<file path="src/hdl/seven_segment_scan_driver_top_assert.svh">
// Assertion macros for the seven-segment scan driver
`ifndef SEVEN_SEGMENT_SCAN_DRIVER_TOP_ASSERT_SVH
`define SEVEN_SEGMENT_SCAN_DRIVER_TOP_ASSERT_SVH
`ifndef SYNTHESIS
`define SSD_ASSERT(lbl, prop, msg) \
  lbl: assert property (@(posedge clk) disable iff (!rst_n) prop) else $error(msg);
`define SSD_ASSERT_ALWAYS(lbl, prop, msg) \
  lbl: assert property (@(posedge clk) prop) else $error(msg);
`else
`define SSD_ASSERT(lbl, prop, msg)
`define SSD_ASSERT_ALWAYS(lbl, prop, msg)
`endif
`endif

</file>
<file path="src/hdl/ssd_pkg.sv">
// Shared types, constants and decode functions of the seven-segment scan driver
package ssd_pkg;

  localparam logic       KIND_LOAD  = 1'b0;
  localparam logic       KIND_TICK  = 1'b1;
  localparam logic [13:0] MAX_NUMBER = 14'd9999;
  // floor(n * 5243 / 2^19) == floor(n / 100) for every 14-bit n
  localparam logic [13:0] RECIP_100  = 14'd5243;
  localparam int          RECIP_SHIFT = 19;
  localparam int          NUM_DIGITS = 4;

  typedef logic [3:0] digit_t;
  typedef logic [1:0] pos_t;
  typedef logic [6:0] pair_t;

  // Classified item handed from the front part to the back part
  typedef struct packed {
    logic  kind;
    logic  ok;
    pair_t hi;  // number / 100
    pair_t lo;  // number % 100
  } q_item_t;

  localparam digit_t RESET_DIGIT [NUM_DIGITS] = '{4'd7, 4'd8, 4'd3, 4'd2};

  function automatic logic [7:0] seg_decode(input digit_t d);
    logic [7:0] pat;
    unique case (d)
      4'd0:    pat = 8'h03;
      4'd1:    pat = 8'h9F;
      4'd2:    pat = 8'h25;
      4'd3:    pat = 8'h0D;
      4'd4:    pat = 8'h99;
      4'd5:    pat = 8'h49;
      4'd6:    pat = 8'h41;
      4'd7:    pat = 8'h1F;
      4'd8:    pat = 8'h01;
      4'd9:    pat = 8'h19;
      default: pat = 8'hFF;
    endcase
    return pat;
  endfunction

  // Split a value below 100 into {tens, ones}
  function automatic logic [7:0] split_tens(input pair_t x);
    digit_t tens;
    pair_t  ones;
    tens = '0;
    for (int k = 1; k < 10; k++) begin
      tens = tens + digit_t'(x >= pair_t'(10 * k));
    end
    ones = x - ({3'b0, tens} << 3) - ({3'b0, tens} << 1);
    return {tens, ones[3:0]};
  endfunction

endpackage

</file>
<file path="src/hdl/ssd_if.sv">
// Channel interfaces: input items and result items
interface ssd_in_if;
  logic        valid;
  logic        ready;
  logic        kind;
  logic [13:0] number;
  modport source (output valid, kind, number, input ready);
  modport sink   (input valid, kind, number, output ready);
endinterface

interface ssd_out_if;
  logic       valid;
  logic       ready;
  logic       accepted;
  logic       pattern_valid;
  logic [1:0] digit_position;
  logic       digit_line_bit;
  logic [7:0] segment_pattern;
  modport source (output valid, accepted, pattern_valid, digit_position, digit_line_bit,
                  segment_pattern, input ready);
  modport sink   (input valid, accepted, pattern_valid, digit_position, digit_line_bit,
                  segment_pattern, output ready);
endinterface

</file>
<file path="src/hdl/ssd_front.sv">
// Front part: accept items, range check, split number into hundreds pairs
module ssd_front (
  input  logic            clk,
  input  logic            rst_n,
  ssd_in_if.sink          in_ch,
  output logic            f_valid,
  input  logic            f_ready,
  output ssd_pkg::q_item_t f_item
);

  logic        f_valid_r, f_valid_nxt;
  logic        f_kind_r;
  logic        f_ok_r;
  logic [6:0]  f_hi_r;
  logic [13:0] f_num_r;
  logic [26:0] prod;
  logic [13:0] hi100;

  assign in_ch.ready = !f_valid_r || f_ready;
  assign prod = 27'(in_ch.number) * 27'(ssd_pkg::RECIP_100);

  always_comb begin
    f_valid_nxt = f_valid_r;
    if (in_ch.valid && in_ch.ready) begin
      f_valid_nxt = 1'b1;
    end else if (f_ready) begin
      f_valid_nxt = 1'b0;
    end
  end

  always_ff @(posedge clk) begin
    if (!rst_n) begin
      f_valid_r <= 1'b0;
    end else begin
      f_valid_r <= f_valid_nxt;
    end
  end

  // Payload: hold while stalled
  always_ff @(posedge clk) begin
    if (in_ch.valid && in_ch.ready) begin
      f_kind_r <= in_ch.kind;
      f_ok_r   <= (in_ch.number <= ssd_pkg::MAX_NUMBER);
      f_hi_r   <= prod[ssd_pkg::RECIP_SHIFT +: 7];
      f_num_r  <= in_ch.number;
    end
  end

  // hi * 100 by shift and add
  assign hi100 = ({7'b0, f_hi_r} << 6) + ({7'b0, f_hi_r} << 5) + ({7'b0, f_hi_r} << 2);

  always_comb begin
    f_item.kind = f_kind_r;
    f_item.ok   = f_ok_r;
    f_item.hi   = f_hi_r;
    f_item.lo   = 7'(f_num_r - hi100);
  end

  assign f_valid = f_valid_r;

endmodule

</file>
<file path="src/hdl/ssd_queue.sv">
// Two-entry queue between the front and back parts
module ssd_queue (
  input  logic             clk,
  input  logic             rst_n,
  input  logic             push_valid,
  output logic             push_ready,
  input  ssd_pkg::q_item_t push_item,
  output logic             pop_valid,
  input  logic             pop_ready,
  output ssd_pkg::q_item_t pop_item
);

  `include "seven_segment_scan_driver_top_assert.svh"

  ssd_pkg::q_item_t mem_r [2];
  logic       wr_ptr_r, wr_ptr_nxt;
  logic       rd_ptr_r, rd_ptr_nxt;
  logic [1:0] cnt_r, cnt_nxt;
  logic       push, pop;

  assign push_ready = (cnt_r != 2'd2);
  assign pop_valid  = (cnt_r != 2'd0);
  assign push       = push_valid && push_ready;
  assign pop        = pop_valid && pop_ready;
  assign pop_item   = mem_r[rd_ptr_r];

  always_comb begin
    wr_ptr_nxt = wr_ptr_r ^ push;
    rd_ptr_nxt = rd_ptr_r ^ pop;
    cnt_nxt    = cnt_r + 2'(push) - 2'(pop);
  end

  always_ff @(posedge clk) begin
    if (!rst_n) begin
      wr_ptr_r <= 1'b0;
      rd_ptr_r <= 1'b0;
      cnt_r    <= 2'd0;
    end else begin
      wr_ptr_r <= wr_ptr_nxt;
      rd_ptr_r <= rd_ptr_nxt;
      cnt_r    <= cnt_nxt;
    end
  end

  always_ff @(posedge clk) begin
    if (push) begin
      mem_r[wr_ptr_r] <= push_item;
    end
  end

  `SSD_ASSERT(a_q_depth, cnt_r != 2'd3, "queue count beyond depth")
  `SSD_ASSERT(a_q_ptrs, (cnt_r == 2'd1) |-> (wr_ptr_r != rd_ptr_r), "queue pointers disagree with count")

endmodule

</file>
<file path="src/hdl/ssd_back.sv">
// Back part: digit store, scan position and registered result
module ssd_back (
  input  logic             clk,
  input  logic             rst_n,
  input  logic             q_valid,
  output logic             q_ready,
  input  ssd_pkg::q_item_t q_item,
  ssd_out_if.source        out_ch
);

  `include "seven_segment_scan_driver_top_assert.svh"

  ssd_pkg::digit_t digit_r [ssd_pkg::NUM_DIGITS];
  ssd_pkg::pos_t   scan_r, scan_nxt;
  logic            out_valid_r, out_valid_nxt;
  logic            accepted_r, accepted_nxt;
  logic            pvalid_r, pvalid_nxt;
  ssd_pkg::pos_t   pos_r, pos_nxt;
  logic            line_r, line_nxt;
  logic [7:0]      pat_r, pat_nxt;
  logic            pop, store_wr;
  logic [7:0]      hi_split, lo_split;

  assign q_ready  = !out_valid_r || out_ch.ready;
  assign pop      = q_valid && q_ready;
  assign store_wr = pop && (q_item.kind == ssd_pkg::KIND_LOAD) && q_item.ok;
  assign hi_split = ssd_pkg::split_tens(q_item.hi);
  assign lo_split = ssd_pkg::split_tens(q_item.lo);

  always_comb begin
    scan_nxt      = scan_r;
    out_valid_nxt = out_valid_r && !out_ch.ready;
    accepted_nxt  = accepted_r;
    pvalid_nxt    = pvalid_r;
    pos_nxt       = pos_r;
    line_nxt      = line_r;
    pat_nxt       = pat_r;
    if (pop) begin
      out_valid_nxt = 1'b1;
      if (q_item.kind == ssd_pkg::KIND_TICK) begin
        // Advance first, then show the digit at the new position
        scan_nxt     = scan_r + 2'd1;
        accepted_nxt = 1'b0;
        pvalid_nxt   = 1'b1;
        pos_nxt      = scan_nxt;
        line_nxt     = (scan_nxt == 2'd0);
        pat_nxt      = ssd_pkg::seg_decode(digit_r[scan_nxt]);
        if (scan_nxt == 2'd1 || scan_nxt == 2'd2) begin
          pat_nxt[0] = 1'b0;
        end
      end else begin
        accepted_nxt = q_item.ok;
        pvalid_nxt   = 1'b0;
        pos_nxt      = 2'd0;
        line_nxt     = 1'b0;
        pat_nxt      = 8'd0;
      end
    end
  end

  always_ff @(posedge clk) begin
    if (!rst_n) begin
      scan_r      <= 2'd0;
      out_valid_r <= 1'b0;
      for (int i = 0; i < ssd_pkg::NUM_DIGITS; i++) begin
        digit_r[i] <= ssd_pkg::RESET_DIGIT[i];
      end
    end else begin
      scan_r      <= scan_nxt;
      out_valid_r <= out_valid_nxt;
      if (store_wr) begin
        digit_r[0] <= lo_split[3:0];
        digit_r[1] <= lo_split[7:4];
        digit_r[2] <= hi_split[3:0];
        digit_r[3] <= hi_split[7:4];
      end
    end
  end

  always_ff @(posedge clk) begin
    accepted_r <= accepted_nxt;
    pvalid_r   <= pvalid_nxt;
    pos_r      <= pos_nxt;
    line_r     <= line_nxt;
    pat_r      <= pat_nxt;
  end

  assign out_ch.valid           = out_valid_r;
  assign out_ch.accepted        = accepted_r;
  assign out_ch.pattern_valid   = pvalid_r;
  assign out_ch.digit_position  = pos_r;
  assign out_ch.digit_line_bit  = line_r;
  assign out_ch.segment_pattern = pat_r;

  `SSD_ASSERT(a_scan_step, (pop && q_item.kind == ssd_pkg::KIND_TICK) |=> (scan_r == $past(scan_r) + 2'd1), "tick did not advance scan position")
  `SSD_ASSERT(a_scan_hold, (!pop || q_item.kind == ssd_pkg::KIND_LOAD) |=> $stable(scan_r), "scan position moved without a tick")
  `SSD_ASSERT(a_line_bit, (out_valid_r && pvalid_r) |-> (line_r == (pos_r == 2'd0)), "digit line bit disagrees with position")
  `SSD_ASSERT(a_digits_dec, (digit_r[0] <= 4'd9) && (digit_r[1] <= 4'd9) && (digit_r[2] <= 4'd9) && (digit_r[3] <= 4'd9), "stored digit is not decimal")

endmodule

</file>
<file path="src/hdl/seven_segment_scan_driver_top.sv">
// Path: an accepted item passes the front register, the two-entry queue and the result register to out_ch.
// Throughput: one item per cycle if out_ch is ready; the front register, the queue and the result register
//   each move one item a cycle, and the number split (one 14x14 constant multiply) sets the front path.
// Reset (rst_n low, synchronous): pipeline and queue empty, scan position 0, digits 7, 8, 3, 2.
// No warm-up pass: in_ch.ready is high as soon as reset is released.
module seven_segment_scan_driver_top (
  input logic        clk,
  input logic        rst_n,
  ssd_in_if.sink     in_ch,
  ssd_out_if.source  out_ch
);

  // Front -> queue: classified item with the hundreds split already done
  logic             f_valid;
  logic             f_ready;
  ssd_pkg::q_item_t f_item;

  // Queue -> back
  logic             q_valid;
  logic             q_ready;
  ssd_pkg::q_item_t q_item;

  // Accept items, check the load range and split the number into number/100 and number%100
  ssd_front u_front (
    .clk     (clk),
    .rst_n   (rst_n),
    .in_ch   (in_ch),
    .f_valid (f_valid),
    .f_ready (f_ready),
    .f_item  (f_item)
  );

  // Decouple the two parts so a stalled result side does not stop the front at once
  ssd_queue u_queue (
    .clk        (clk),
    .rst_n      (rst_n),
    .push_valid (f_valid),
    .push_ready (f_ready),
    .push_item  (f_item),
    .pop_valid  (q_valid),
    .pop_ready  (q_ready),
    .pop_item   (q_item)
  );

  // Write decimal digits on in-range loads, advance the scan and decode segments on ticks
  ssd_back u_back (
    .clk     (clk),
    .rst_n   (rst_n),
    .q_valid (q_valid),
    .q_ready (q_ready),
    .q_item  (q_item),
    .out_ch  (out_ch)
  );

endmodule
</file>
<file path="src/flat_wrapper.sv">
// flat-port wrapper written by rule: the top's interface ports become plain ports
module seven_segment_scan_driver_top_flat 
  (clk, rst_n, in_ch_valid, in_ch_kind, in_ch_number, in_ch_ready, out_ch_valid, out_ch_accepted, out_ch_pattern_valid, out_ch_digit_position, out_ch_digit_line_bit, out_ch_segment_pattern, out_ch_ready);
  ssd_in_if in_ch_i ();
  ssd_out_if out_ch_i ();
  input logic clk;
  input logic rst_n;
  input wire logic [$bits(in_ch_i.valid)-1:0] in_ch_valid;
  input wire logic [$bits(in_ch_i.kind)-1:0] in_ch_kind;
  input wire logic [$bits(in_ch_i.number)-1:0] in_ch_number;
  output wire logic [$bits(in_ch_i.ready)-1:0] in_ch_ready;
  output wire logic [$bits(out_ch_i.valid)-1:0] out_ch_valid;
  output wire logic [$bits(out_ch_i.accepted)-1:0] out_ch_accepted;
  output wire logic [$bits(out_ch_i.pattern_valid)-1:0] out_ch_pattern_valid;
  output wire logic [$bits(out_ch_i.digit_position)-1:0] out_ch_digit_position;
  output wire logic [$bits(out_ch_i.digit_line_bit)-1:0] out_ch_digit_line_bit;
  output wire logic [$bits(out_ch_i.segment_pattern)-1:0] out_ch_segment_pattern;
  input wire logic [$bits(out_ch_i.ready)-1:0] out_ch_ready;
  assign in_ch_i.valid = in_ch_valid;
  assign in_ch_i.kind = in_ch_kind;
  assign in_ch_i.number = in_ch_number;
  assign in_ch_ready = in_ch_i.ready;
  assign out_ch_valid = out_ch_i.valid;
  assign out_ch_accepted = out_ch_i.accepted;
  assign out_ch_pattern_valid = out_ch_i.pattern_valid;
  assign out_ch_digit_position = out_ch_i.digit_position;
  assign out_ch_digit_line_bit = out_ch_i.digit_line_bit;
  assign out_ch_segment_pattern = out_ch_i.segment_pattern;
  assign out_ch_i.ready = out_ch_ready;
  seven_segment_scan_driver_top u_core (.clk(clk), .rst_n(rst_n), .in_ch(in_ch_i), .out_ch(out_ch_i));
endmodule
</file>
<file path="config.mk">
export PLATFORM = sky130hd
export DESIGN_NAME = seven_segment_scan_driver_top_flat
export DESIGN_NICKNAME = d
export VERILOG_FILES = /design/src/hdl/ssd_pkg.sv /design/src/hdl/ssd_if.sv /design/src/hdl/ssd_front.sv /design/src/hdl/ssd_queue.sv /design/src/hdl/ssd_back.sv /design/src/hdl/seven_segment_scan_driver_top.sv /design/src/flat_wrapper.sv
export VERILOG_INCLUDE_DIRS = /design/src /design/src/hdl
export SDC_FILE = /design/constraint.sdc
export NUM_CORES = 1
export LEC_CHECK = 0
export BUFFER_PORTS_ARGS = -buffer_cell sky130_fd_sc_hd__clkbuf_2
export CAP_MARGIN = 20
export CORE_MARGIN = 2
export CORE_UTILIZATION = 64
export CTS_CLUSTER_DIAMETER = 30
export DETAILED_ROUTE_END_ITERATION = 12
export PLACE_DENSITY = 0.94
export SKIP_CTS_REPAIR_TIMING = 1
export SYNTH_ARGS = -nofsm -noshare
export SYNTH_HDL_FRONTEND = slang
export SYNTH_SLANG_ARGS = --single-unit
</file>
<file path="constraint.sdc">
create_clock -name clk -period 6.46 [get_ports clk]
set_input_delay 1.938 -clock clk [delete_from_list [all_inputs] [get_ports clk]]
set_output_delay 1.938 -clock clk [all_outputs]
set_load 0.005 [all_outputs]
</file>
Yosys cells after proc, flatten, opt, wreduce, memory -nomap -nowiden
Memory sizes are Yosys's and may differ from the RTL's. A register that Yosys moved wholly into a read port is not among the register bits.
Cells that the tools add are included.
{ "word_totals": {"register_bits": 30, "mem_bits_rw": 48, "mem_bits_ro": 112, "inputBits": 19, "out_inout_bits": 15, "wordCells": 107, "memories": 3} }
{ "mem_list": {"columns": ["name", "depth", "word_bits", "read_ports", "rd_clocked_by_memory_dff", "write_ports", "line_no", "text"], "rows": [
  ["(name not given)", 16, 7, 1, 1, 0, "ssd_pkg.sv:28", "unique case (d)"],
  ["u_core.u_queue.mem_r", 2, 16, 1, 1, 1, "ssd_queue.sv:15", "ssd_pkg::q_item_t mem_r [2];"],
  ["u_core.u_back.digit_r", 4, 4, 1, 0, 4, "ssd_back.sv:13", "ssd_pkg::digit_t digit_r [ssd_pkg::NUM_DIGITS];"]
]} }
{ "op_classes": {"addsub": 26, "multipliers": 1, "order_cmp": 19, "eq_ne": 3, "n_mux": 15, "bitwise_logic": 7, "reduce_logical": 18} }
{ "op_table": {"columns": ["operator", "n"], "rows": [
  ["7-bit by 6-bit >= comparator with 1-bit output, second input constant", 6],
  ["7-bit >= comparator, second input constant", 6],
  ["4-bit by 1-bit adder with 4-bit output", 10],
  ["7-bit by 5-bit >= comparator with 1-bit output, second input constant", 4],
  ["14-bit by 13-bit multiplier with 26-bit output, second input constant", 1],
  ["4-bit 2-to-1 mux", 4],
  ["4-bit subtractor", 4],
  ["7-bit adder", 2],
  ["7-bit by 4-bit >= comparator with 1-bit output, second input constant", 2],
  ["14-bit less-or-equal comparator, second input constant", 1],
  ["1-bit 2-to-1 mux", 11],
  ["3-bit by 1-bit adder with 4-bit output", 2],
  ["7-bit subtractor", 1],
  ["2-bit by 1-bit adder with 3-bit output", 2],
  ["1-bit logical AND", 6],
  ["1-bit by 1-bit adder with 2-bit output", 2],
  ["1-bit logical NOT", 4],
  ["1-bit OR", 4],
  ["2-bit nonzero test", 2],
  ["1-bit logical OR", 3],
  ["2-bit by 1-bit adder with 2-bit output", 1],
  ["2-bit by 1-bit adder with 2-bit output, second input constant", 1],
  ["2-bit by 1-bit equality test with 1-bit output, second input constant", 1],
  ["2-bit equality test, second input constant", 1],
  ["7 further kinds", 8]
]} }

Logic depth before layout (Yosys ltp)
Gate-level depths: netlist of run 1.
{ "logic_depth": {"word_depth": 12, "depth_mapped": 19, "ltp_nobuf": 17} }

Modules after synthesis
From an unflattened synthesis of run 1, not the netlist that was laid out.
{ "unflattened": {"hier_cells": 684, "hier_area_um2": 8030.2} }
{ "by_module_without_submodules": {"columns": ["mod", "instances", "cells_each", "area_per_inst_um2", "seq_area_each_um2"], "rows": [
  ["ssd_front", 1, 407, 4209.0, 500.5],
  ["ssd_back", 1, 198, 2398.6, 930.9],
  ["ssd_queue", 1, 79, 1422.6, 1061.0]
]} }

Worst setup path after synthesis of run 1
Ideal clock, no wire load.
{ "synth_path": {"kind": "input to register", "from": "in in_ch_number[10]", "to": "reg u_core.u_front.f_hi_r[2] (data pin)", "setup_ns": 0.260, "arrival_time_ns": 5.738, "required_ns": 6.200, "path_slack_ns": 0.463, "stages": 16, "n_path_buf": 0, "cell_sequence": "fa_1 -> ha_1 -> inv_1 -> fa_1 -> inv_1 -> fa_1 -> inv_1 -> fa_1 -> inv_1 -> ha_1 -> a21oi_2 -> o21ai_1 -> a221o_1 -> a21o_1 -> a221oi_2 -> xnor2_1"} }
{ "synth_between": {"elab_chain_cells": 1} }
{ "synth_lines": {"columns": ["item", "line_no", "text"], "rows": [
  ["start, declared", "flat_wrapper.sv:10", "input wire logic [$bits(in_ch_i.number)-1:0] in_ch_number;"],
  ["14-bit by 13-bit multiplier with 26-bit output", "ssd_front.sv:20", "assign prod = 27'(in_ch.number) * 27'(ssd_pkg::RECIP_100);"],
  ["via u_core.u_front.prod[21]", "ssd_front.sv:16", "logic [26:0] prod;"],
  ["end signal, assigned", "ssd_front.sv:44", "f_hi_r <= prod[ssd_pkg::RECIP_SHIFT +: 7];"],
  ["end, declared", "ssd_front.sv:14", "logic [6:0] f_hi_r;"]
]} }
The timed path passes the listed nets, and every way through them passes these cells.
A chain may end at the register's enable or synchronous reset.

Worst setup path after layout of run 1
{ "layout_path": {"from": "in in_ch_number[6]", "to": "reg u_core.u_front.f_hi_r[3] (data pin)"} }
The elaborated chain is that of the path after synthesis.

==> results of run 1 <==
## final cells by class
class / count / area share [%]
clock inverter: 5 / 0.447
inverter: 138 / 6.17
clock buffer: 11 / 3.02
timing repair buffer: 40 / 2.59
multi-input combinational: 448 / 55.9
sequential: 86 / 29.7
tap: 147 / 2.19
## synthesized netlist by cell type, drive strengths merged, types with 2 or more instances
cell type | number | area, sq um
nor2b | 6 | 37.5
o21a | 4 | 30.0
xor2 | 6 | 52.6
mux2i | 17 | 174
nand4 | 3 | 18.8
mux4 | 3 | 67.6
a221oi | 4 | 47.6
o21ai | 19 | 98.8
nor3 | 4 | 25.0
buf | 5 | 40.0
xnor2 | 29 | 254
nand2 | 30 | 113
nand3 | 11 | 55.1
o31ai | 3 | 41.3
mux2 | 2 | 26.3
a211oi | 3 | 22.5
ha | 130 | 1630
nor2 | 27 | 101
dfxtp | 9 | 180
edfxtp | 77 | 2310
a21oi | 33 | 173
o32ai | 2 | 17.5
nor4 | 2 | 12.5
fa | 72 | 1440
nor3b | 2 | 15.0
and3 | 4 | 25.0
and2 | 10 | 62.6
nand2b | 5 | 31.3
a31oi | 3 | 18.8
a21o | 4 | 30.0
clkbuf | 3 | 12.5
inv | 138 | 518
## logic make-up (layout without fill, tap and decap cells)
kind of cell | Yosys count | after routing
and+or+nand+nor | 107 | 107
DFF | 86 | 86
AOI/OAI and AO/OA | 82 | 82
xor gates and xnor gates | 35 | 35
muxes | 22 | 22
buffers and inverters | 146 | 194
adders and majority gates | 202 | 202
## registers in the layout, indices dropped and copies added, names as in the netlist, named ones only
signal	cells
u_core.u_queue.mem_r	32
u_core.u_back.scan_r	2
u_core.u_queue.wr_ptr_r	1
u_core.u_back.out_ch.digit_line_bit	1
u_core.u_back.digit_r	16
u_core.u_queue.rd_ptr_r	1
u_core.u_back.out_ch.segment_pattern	8
u_core.u_back.out_ch.accepted	1
u_core.u_front.f_num_r	7
u_core.u_back.out_ch.digit_position	2
u_core.u_back.out_ch.valid	1
u_core.u_front.f_ok_r	1
u_core.u_front.f_hi_r	7
u_core.u_front.f_kind_r	1
u_core.u_back.out_ch.pattern_valid	1
u_core.u_front.f_valid	1
u_core.u_queue.cnt_r	2
## metrics by stage
| step | utilization [%] | setup slack [ps] | area [sq um] | instances | TNS [ps] |
|---|---|---|---|---|---|
| floorplan | - | 463 | 7760 | 680 | 0 |
| global placement | 68.1 | 142 | 8110 | 859 | 0 |
| detailed placement | 68.1 | -58.7 | 8110 | 859 | -81.9 |
| CTS | 70.5 | 298 | 8400 | 875 | 0 |
| global route | 70.5 | 47.0 | 8400 | 875 | 0 |
| finish | 70.5 | 296 | 8400 | 875 | 0 |
## per-layer routing
layer / vias up / wire length (um)
met3: 38 / 340
met1: 2423 / 5750
li1: 2361 / -
met4: 0 / 429
met5: - / 0
met2: 101 / 8560
## worst max-delay path: stages
cell and delay (ps):
clkbuf_2 210, inv_1 140, fa_1 490, inv_1 40
ha_1 210, fa_1 540, inv_1 50, fa_1 470
fa_1 550, inv_1 40, ha_1 350, nor2_1 70
nor3_2 210, nand4_1 140, o31ai_2 450, a31oi_1 180
xnor2_1 160
## final timing paths
kind,endpoint,slack (ps),cells past startpoint
worst max-delay path,u_core.u_front.f_hi_r[3],300,17
worst min-delay path,u_core.u_queue.mem_r[1][13],450,0
worst max register to register,u_core.u_back.digit_r[2][3],640,16
worst min register to register,u_core.u_queue.mem_r[1][13],450,0
==> qor.csv, run 1 <==
stage;metric;value;unit
run_status;status;finished clean;
clock_network;clock_sinks;86;
logic_synthesis;synth-edff-count;77;
sta;fin_skew;9.17;ps
floorplanning;die_h;114;um
floorplanning;start_util;65.2;%
layout;layout_commonest_cell;inv_1;
global_route;grt_max_degree;18;
layout;n_antenna_cell;0;
logic_synthesis;ys.flop_type;edfxtp_1;
layout;syn2layout_area_growth;8.25;%
global_route;grt.total_usage;25.5;%
global_route;met3_usage;2.70;%
worst_setup_path;path_class;primary input to flop;
layout;final_layout_size_suffix_gt1_share;9.62;%
detailed_routing;dr.pass1.iters;4;
sta;tightest_slew;927;ps
detailed_routing;drc_errors;0;
floorplanning;die_w;114;um
clock_network;clk_latency;340;ps
worst_setup_path;cp-end-kind;flop;
logic_synthesis;ys_warn_count;0;
worst_setup_path;cp-start-kind;primary input;
logic_synthesis;yosys.area_share.simple;6.66;%
logic_synthesis;syn_nets;901;
logic_synthesis;synth_compound_area_share;6.95;%
sta;max_freq;162;MHz
logic_synthesis;ys_seq_area_share;32.1;%
clock_network;clk_pin_slew;60;ps
global_route;grt.met1_usage;28.3;%
global_route;grt_pass1_wl;25.8;mm
layout;final_nets;944;
clock_network;cts_root_buf;clkbuf_16;
layout;nFillCells;815;
clock_network;h-tree-depth;3;
place;hpwl;12.5;mm
sta;fin_crit;6160;ps
logic_synthesis;ys_seq_elements;86;
floorplanning;rows;40;
place;port_buffers;33;
sta;setup_violations;0;
detailed_routing;wl_per_cell;17.2;um
place;place_congestion;0.893;
layout;layout_common_cells;inv_1, ha_1, edfxtp_1, fa_1, clkbuf_2;
detailed_routing;drt_iter0_drc;380;
detailed_routing;ant_nets;0;
min_path;hold_class;flop to flop;
sta;hold_viol_final;0;
sta;drv_slew;0;
clock_network;cts_tree;done;
detailed_routing;avgViaCountPerCell;5.63;
worst_setup_path;crit_arrival;6250;ps
worst_setup_path;required;6550;ps
logic_synthesis;synth-adder-area-share;39.5;%
sta;rsz0062_at_grt;no;
clock_network;cts-buffers-inserted;9;
clock_network;ctsLongestPathBuffers;2;
sta;timing.hold.ws;449;ps
detailed_routing;vias;4923;
logic_synthesis;yosysUniqueCellTypes;54;
global_route;overflow;0;
logic_synthesis;synthArstFlopShare;0;%
detailed_routing;wl;15.1;mm
floorplanning;die_area;13000;sq um
logic_synthesis;synth_top_family_by_area;adder cells;
logic_synthesis;syn-cell-area;7760;sq um
floorplanning;coreArea;11900;sq um
global_route;busiest_layer;met2;
layout;ff_latch_area;2490;sq um
global_route;antenna_found_initial;0;
min_path;hold_start;u_core.u_front.f_hi_r[6];
floorplanning;io_pins;34;
worst_setup_path;worstSetupStartpoint;in_ch_number[6];
logic_synthesis;synth_xor_xnor_area_share;3.95;%
sta;min_period_over_period;95.4;%
global_route;grtUsageMet2;49.8;%
logic_synthesis;syn_inst;680;
worst_setup_path;path_max_fanout;6;
logic_synthesis;synth.avg_cell_area;11.4;sq um
logic_synthesis;synthMuxAreaShare;3.45;%
flow_run;drv_cap;0;
sta;slew_headroom;38.1;%
global_route;grt_pass1_vias;5509;
layout;multi_input_comb_area;4700;sq um
Power of run 1 is left out: the tool's default activity adds up to more than one toggle a clock period on the data nets, which glitch-free logic cannot reach.
==> run 2: changes to the inputs <==
--- a/config.mk
+++ b/config.mk
@@ -8,8 +8,10 @@
 export LEC_CHECK = 0
 export BUFFER_PORTS_ARGS = -buffer_cell sky130_fd_sc_hd__clkbuf_2
 export CAP_MARGIN = 20
+export CELL_PAD_IN_SITES_DETAIL_PLACEMENT = 1
+export CELL_PAD_IN_SITES_GLOBAL_PLACEMENT = 1
 export CORE_MARGIN = 2
-export CORE_UTILIZATION = 64
+export CORE_UTILIZATION = 52
 export CTS_CLUSTER_DIAMETER = 30
 export DETAILED_ROUTE_END_ITERATION = 12
 export PLACE_DENSITY = 0.94
==> qor.csv, run 2 (synthesis results as in run 1) <==
stage;metric;value;unit
sta;max_freq;160;MHz
floorplanning;io_pins;34;
global_route;grt_pass1_vias;6034;
worst_setup_path;r2r_setup_slack;420;ps
clock_network;clock_sinks;86;
layout;top_register;u_core.u_queue.mem_r;
clock_network;cts-buffers-inserted;9;
worst_setup_path;path_class;primary input to flop;
run_status;status;finished clean;
layout;n_antenna_cell;0;
detailed_routing;drt_iter0_drc;261;
worst_setup_path;r2r-end;u_core.u_back.digit_r[0][3];
sta;fin_skew;17.8;ps
min_path;hold_class;flop to flop;
floorplanning;die_w;126;um
floorplanning;start_util;53.4;%
sta;hold_viol_final;0;
place;port_buffers;33;
sta;min_period_over_period;97.0;%
flow_run;drv_cap;0;
layout;syn2layout_area_growth;9.21;%
worst_setup_path;path_max_fanout;7;
layout;layout_commonest_cell;inv_1;
global_route;antenna_found_initial;0;
detailed_routing;dr.pass1.iters;4;
clock_network;cts_tree;done;
detailed_routing;vias;5168;
sta;drv_slew;0;
global_route;grt.total_usage;25.8;%
clock_network;clk_pin_slew;60;ps
sta;rsz0062_at_grt;no;
worst_setup_path;cp-end-kind;flop;
detailed_routing;ant_nets;0;
detailed_routing;avgViaCountPerCell;5.67;
sta;setup_violations;0;
detailed_routing;drc_errors;0;
worst_setup_path;crit_arrival;6340;ps
min_path;hold-path-cell-count;0;
layout;instances_no_fill;911;
floorplanning;die_h;126;um
worst_setup_path;reg2regPathDepth;17;
layout;multi_input_comb_area;4700;sq um
clock_network;clk_latency;350;ps
layout;final_nets;943;
layout;largest_register_ffs;32;
clock_network;ctsLongestPathBuffers;2;
clock_network;cts_root_buf;clkbuf_16;
layout;final_layout_size_suffix_gt1_share;9.63;%
min_path;hold_start;u_core.u_front.f_hi_r[5];
global_route;grt_max_degree;18;
layout;ff_latch_area;2490;sq um
layout;layout_common_cells;inv_1, ha_1, edfxtp_1, fa_1;
sta;slew_headroom;30.5;%
detailed_routing;wl_per_cell;21.4;um
clock_network;h-tree-depth;3;
global_route;overflow;0;
place;hpwl;15.6;mm
min_path;hold_end;u_core.u_queue.mem_r[1][12];
floorplanning;coreArea;14500;sq um
layout;nFillCells;1546;
sta;tightest_slew;1040;ps
global_route;grt_pass1_wl;31.6;mm
floorplanning;rows;44;
place;placed_cells;895;
worst_setup_path;required;6530;ps
worst_setup_path;cp-start-kind;primary input;
place;place_congestion;0.890;
sta;fin_crit;6270;ps
floorplanning;die_area;15900;sq um
detailed_routing;wl;19.5;mm
==> run 2: changes by cell type in the layout (fill, tap and decap cells not counted) <==
cell | before | now
inv_4 | 2 | 0
inv_6 | 1 | 3
clkbuf_2 | 33 | 31
clkbuf_16 | 10 | 11
clkbuf_1 | 1 | 0
buf_4 | 7 | 6
clkbuf_8 | 0 | 1
buf_2 | 0 | 2
clkinv_2 | 1 | 0
==> run 2: how the worst max path moves through the flow <==
stage                                 from                  endpoint  slack, ps  cells past startpoint
after floorplan           in_ch_number[10]  u_core.u_front.f_hi_r[2]        460                     16
final                     in_ch_number[10]  u_core.u_front.f_hi_r[2]        190                     17
after detailed placement  in_ch_number[10]  u_core.u_front.f_hi_r[2]       -170                     17
after global routing      in_ch_number[11]  u_core.u_front.f_hi_r[2]         20                     17
after global placement     in_ch_number[4]  u_core.u_front.f_hi_r[5]        120                     17
after CTS                 in_ch_number[10]  u_core.u_front.f_hi_r[2]        120                     17
==> run 2: area by class of cell <==
cell class              instances  share of cell area, %
flip-flops and latches         86                   29.4
clock inverters                 4                  0.443
clock buffers                  12                   3.41
well taps                     184                   2.72
inverters                     138                   6.11
multi-input cells             448                   55.4
repair buffers                 39                   2.48
==> run 2: worst max-delay path: stages <==
cell	delay, ps
buf_2	180
fa_1	510
ha_1	310
inv_1	60
fa_1	470
inv_1	60
fa_1	560
inv_1	70
fa_1	540
inv_1	50
ha_1	360
a21oi_2	190
o21ai_1	80
a221o_1	320
a21o_1	200
a221oi_2	320
xnor2_1	140
==> run 2: metal layers <==
metal	vias to the layer above	GRT usage, %	wire (um)	share of wire [%]
li1	2362	-	-	-
met1	2631	26.3	7030	36
met2	117	52.0	11300	58
met3	58	2.59	404	2.1
met4	0	12.1	846	4.3
met5	-	0	0	0
==> run 2: through the flow <==
stage / hold WS [ps] / worst slack, ps / instance area [sq um] / TNS [ps] / util, %
finish: 451 / 192 / 8480 / 0 / 58.3
global route: 459 / 18.2 / 8480 / 0 / 58.3
CTS: 452 / 117 / 8480 / 0 / 58.3
detailed placement: 437 / -171 / 8150 / -373 / 56.1
global placement: 426 / 117 / 8150 / 0 / 56.1
floorplan: 421 / 463 / 7760 / 0 / -
Power of run 2 is left out for the same reason.
==> run 3: changes to the inputs <==
--- a/config.mk
+++ b/config.mk
@@ -15,6 +15,7 @@
 export CTS_CLUSTER_DIAMETER = 30
 export DETAILED_ROUTE_END_ITERATION = 12
 export PLACE_DENSITY = 0.94
+export REMOVE_ABC_BUFFERS = 1
 export SKIP_CTS_REPAIR_TIMING = 1
 export SYNTH_ARGS = -nofsm -noshare
 export SYNTH_HDL_FRONTEND = slang
==> qor.csv, run 3 (synthesis results as in run 1) <==
stage;metric;value;unit
run_status;status;finished clean;
floorplanning;die_h;126;um
global_route;antenna_found_initial;0;
worst_setup_path;path_class;primary input to flop;
min_path;hold_class;flop to flop;
worst_setup_path;cp-end-kind;flop;
global_route;grt_pass1_wl;29.7;mm
clock_network;clk_pin_slew;60;ps
layout;n_antenna_cell;0;
clock_network;ctsLongestPathBuffers;2;
sta;max_freq;160;MHz
place;hpwl;15.4;mm
sta;fin_skew;10.5;ps
global_route;overflow;0;
detailed_routing;avgViaCountPerCell;5.47;
layout;layout_common_cells;inv_1, ha_1, edfxtp_1, fa_1, clkbuf_2;
worst_setup_path;path_max_fanout;7;
detailed_routing;wl_per_cell;20.0;um
detailed_routing;drt_iter0_drc;271;
sta;min_period_over_period;96.6;%
clock_network;clock_sinks;86;
layout;top_register;u_core.u_queue.mem_r;
layout;final_nets;945;
detailed_routing;ant_nets;0;
sta;setup_violations;0;
worst_setup_path;cp-start-kind;primary input;
sta;hold_viol_final;0;
clock_network;cts_tree;done;
floorplanning;io_pins;34;
clock_network;clk_latency;340;ps
floorplanning;die_area;15900;sq um
sta;slew_headroom;41.1;%
layout;syn2layout_area_growth;9.45;%
sta;rsz0062_at_grt;no;
sta;drv_slew;0;
detailed_routing;dr.pass1.iters;4;
floorplanning;start_util;53.4;%
place;place_congestion;0.880;
sta;tightest_slew;859;ps
floorplanning;die_w;126;um
detailed_routing;drc_errors;0;
flow_run;drv_cap;0;
sta;timing.hold.ws;457;ps
clock_network;h-tree-depth;3;
layout;layout_commonest_cell;inv_1;
clock_network;cts-buffers-inserted;9;
worst_setup_path;required;6550;ps
global_route;grt_pass1_vias;5848;
place;port_buffers;33;
clock_network;cts_root_buf;clkbuf_16;
layout;instances_no_fill;913;
worst_setup_path;crit_arrival;6330;ps
floorplanning;rows;44;
layout;largest_register_ffs;32;
detailed_routing;wl;18.2;mm
global_route;grt_max_degree;18;
layout;final_layout_size_suffix_gt1_share;9.74;%
place;placed_cells;897;
global_route;grt.total_usage;24.2;%
floorplanning;coreArea;14500;sq um
sta;fin_crit;6240;ps
detailed_routing;vias;4990;
## run 3: cell count changes in the layout (fill, tap and decap cells not counted), sizes merged
cell,change
clkbuf,+3
inv,-1
## run 3: path summary, 6_finish.rpt
| path | startpoint | endpoint | slack [ps] | depth (start not counted) |
|---|---|---|---|---|
| setup / recovery | in_ch_number[10] | u_core.u_front.f_hi_r[5] | 220 | 15 |
| hold / removal | u_core.u_front.f_hi_r[6] | u_core.u_queue.mem_r[0][13] | 460 | 0 |
| setup reg to reg | flop | u_core.u_back.digit_r[0][3] | 760 | 17 |
| hold reg to reg | u_core.u_front.f_hi_r[6] | u_core.u_queue.mem_r[0][13] | 460 | 0 |
## run 3: worst max-delay path: stages
cell,delay [ps]
clkbuf_2,190
ha_1,390
fa_1,510
fa_1,530
fa_1,550
inv_1,70
fa_1,530
inv_1,40
ha_1,300
nand2_1,150
nor3_2,200
nand4_1,130
o31ai_2,450
a31oi_1,180
xnor2_1,160
## run 3: through the flow
| stage | setup slack (ps) | utilization [%] | area, sq um | setup TNS, ps |
|---|---|---|---|---|
| floorplan | 463 | - | 7710 | 0 |
| global placement | 123 | 56.2 | 8160 | 0 |
| global route | 16.4 | 58.4 | 8490 | 0 |
| finish | 219 | 58.4 | 8490 | 0 |
| CTS | 205 | 58.4 | 8490 | 0 |
| detailed placement | -171 | 56.2 | 8160 | -471 |
## run 3: layout make-up
type,count,area (sq um)
flip-flops and latches,86,2490
clock inverters,3,26.3
inverters,138,518
fillers,1570,6040
clock buffers,13,304
well taps,184,230
multi-input cells,448,4700
repair buffers,41,225
## run 3: metal layers
layer | up-vias | global-route usage, % | routed length (um)
li1 | 2354 | - | -
met1 | 2502 | 23.8 | 6550
met5 | - | 0 | 0
met3 | 44 | 2.89 | 359
met4 | 0 | 9.31 | 607
met2 | 90 | 50.4 | 10700
Power of run 3 is left out for the same reason.
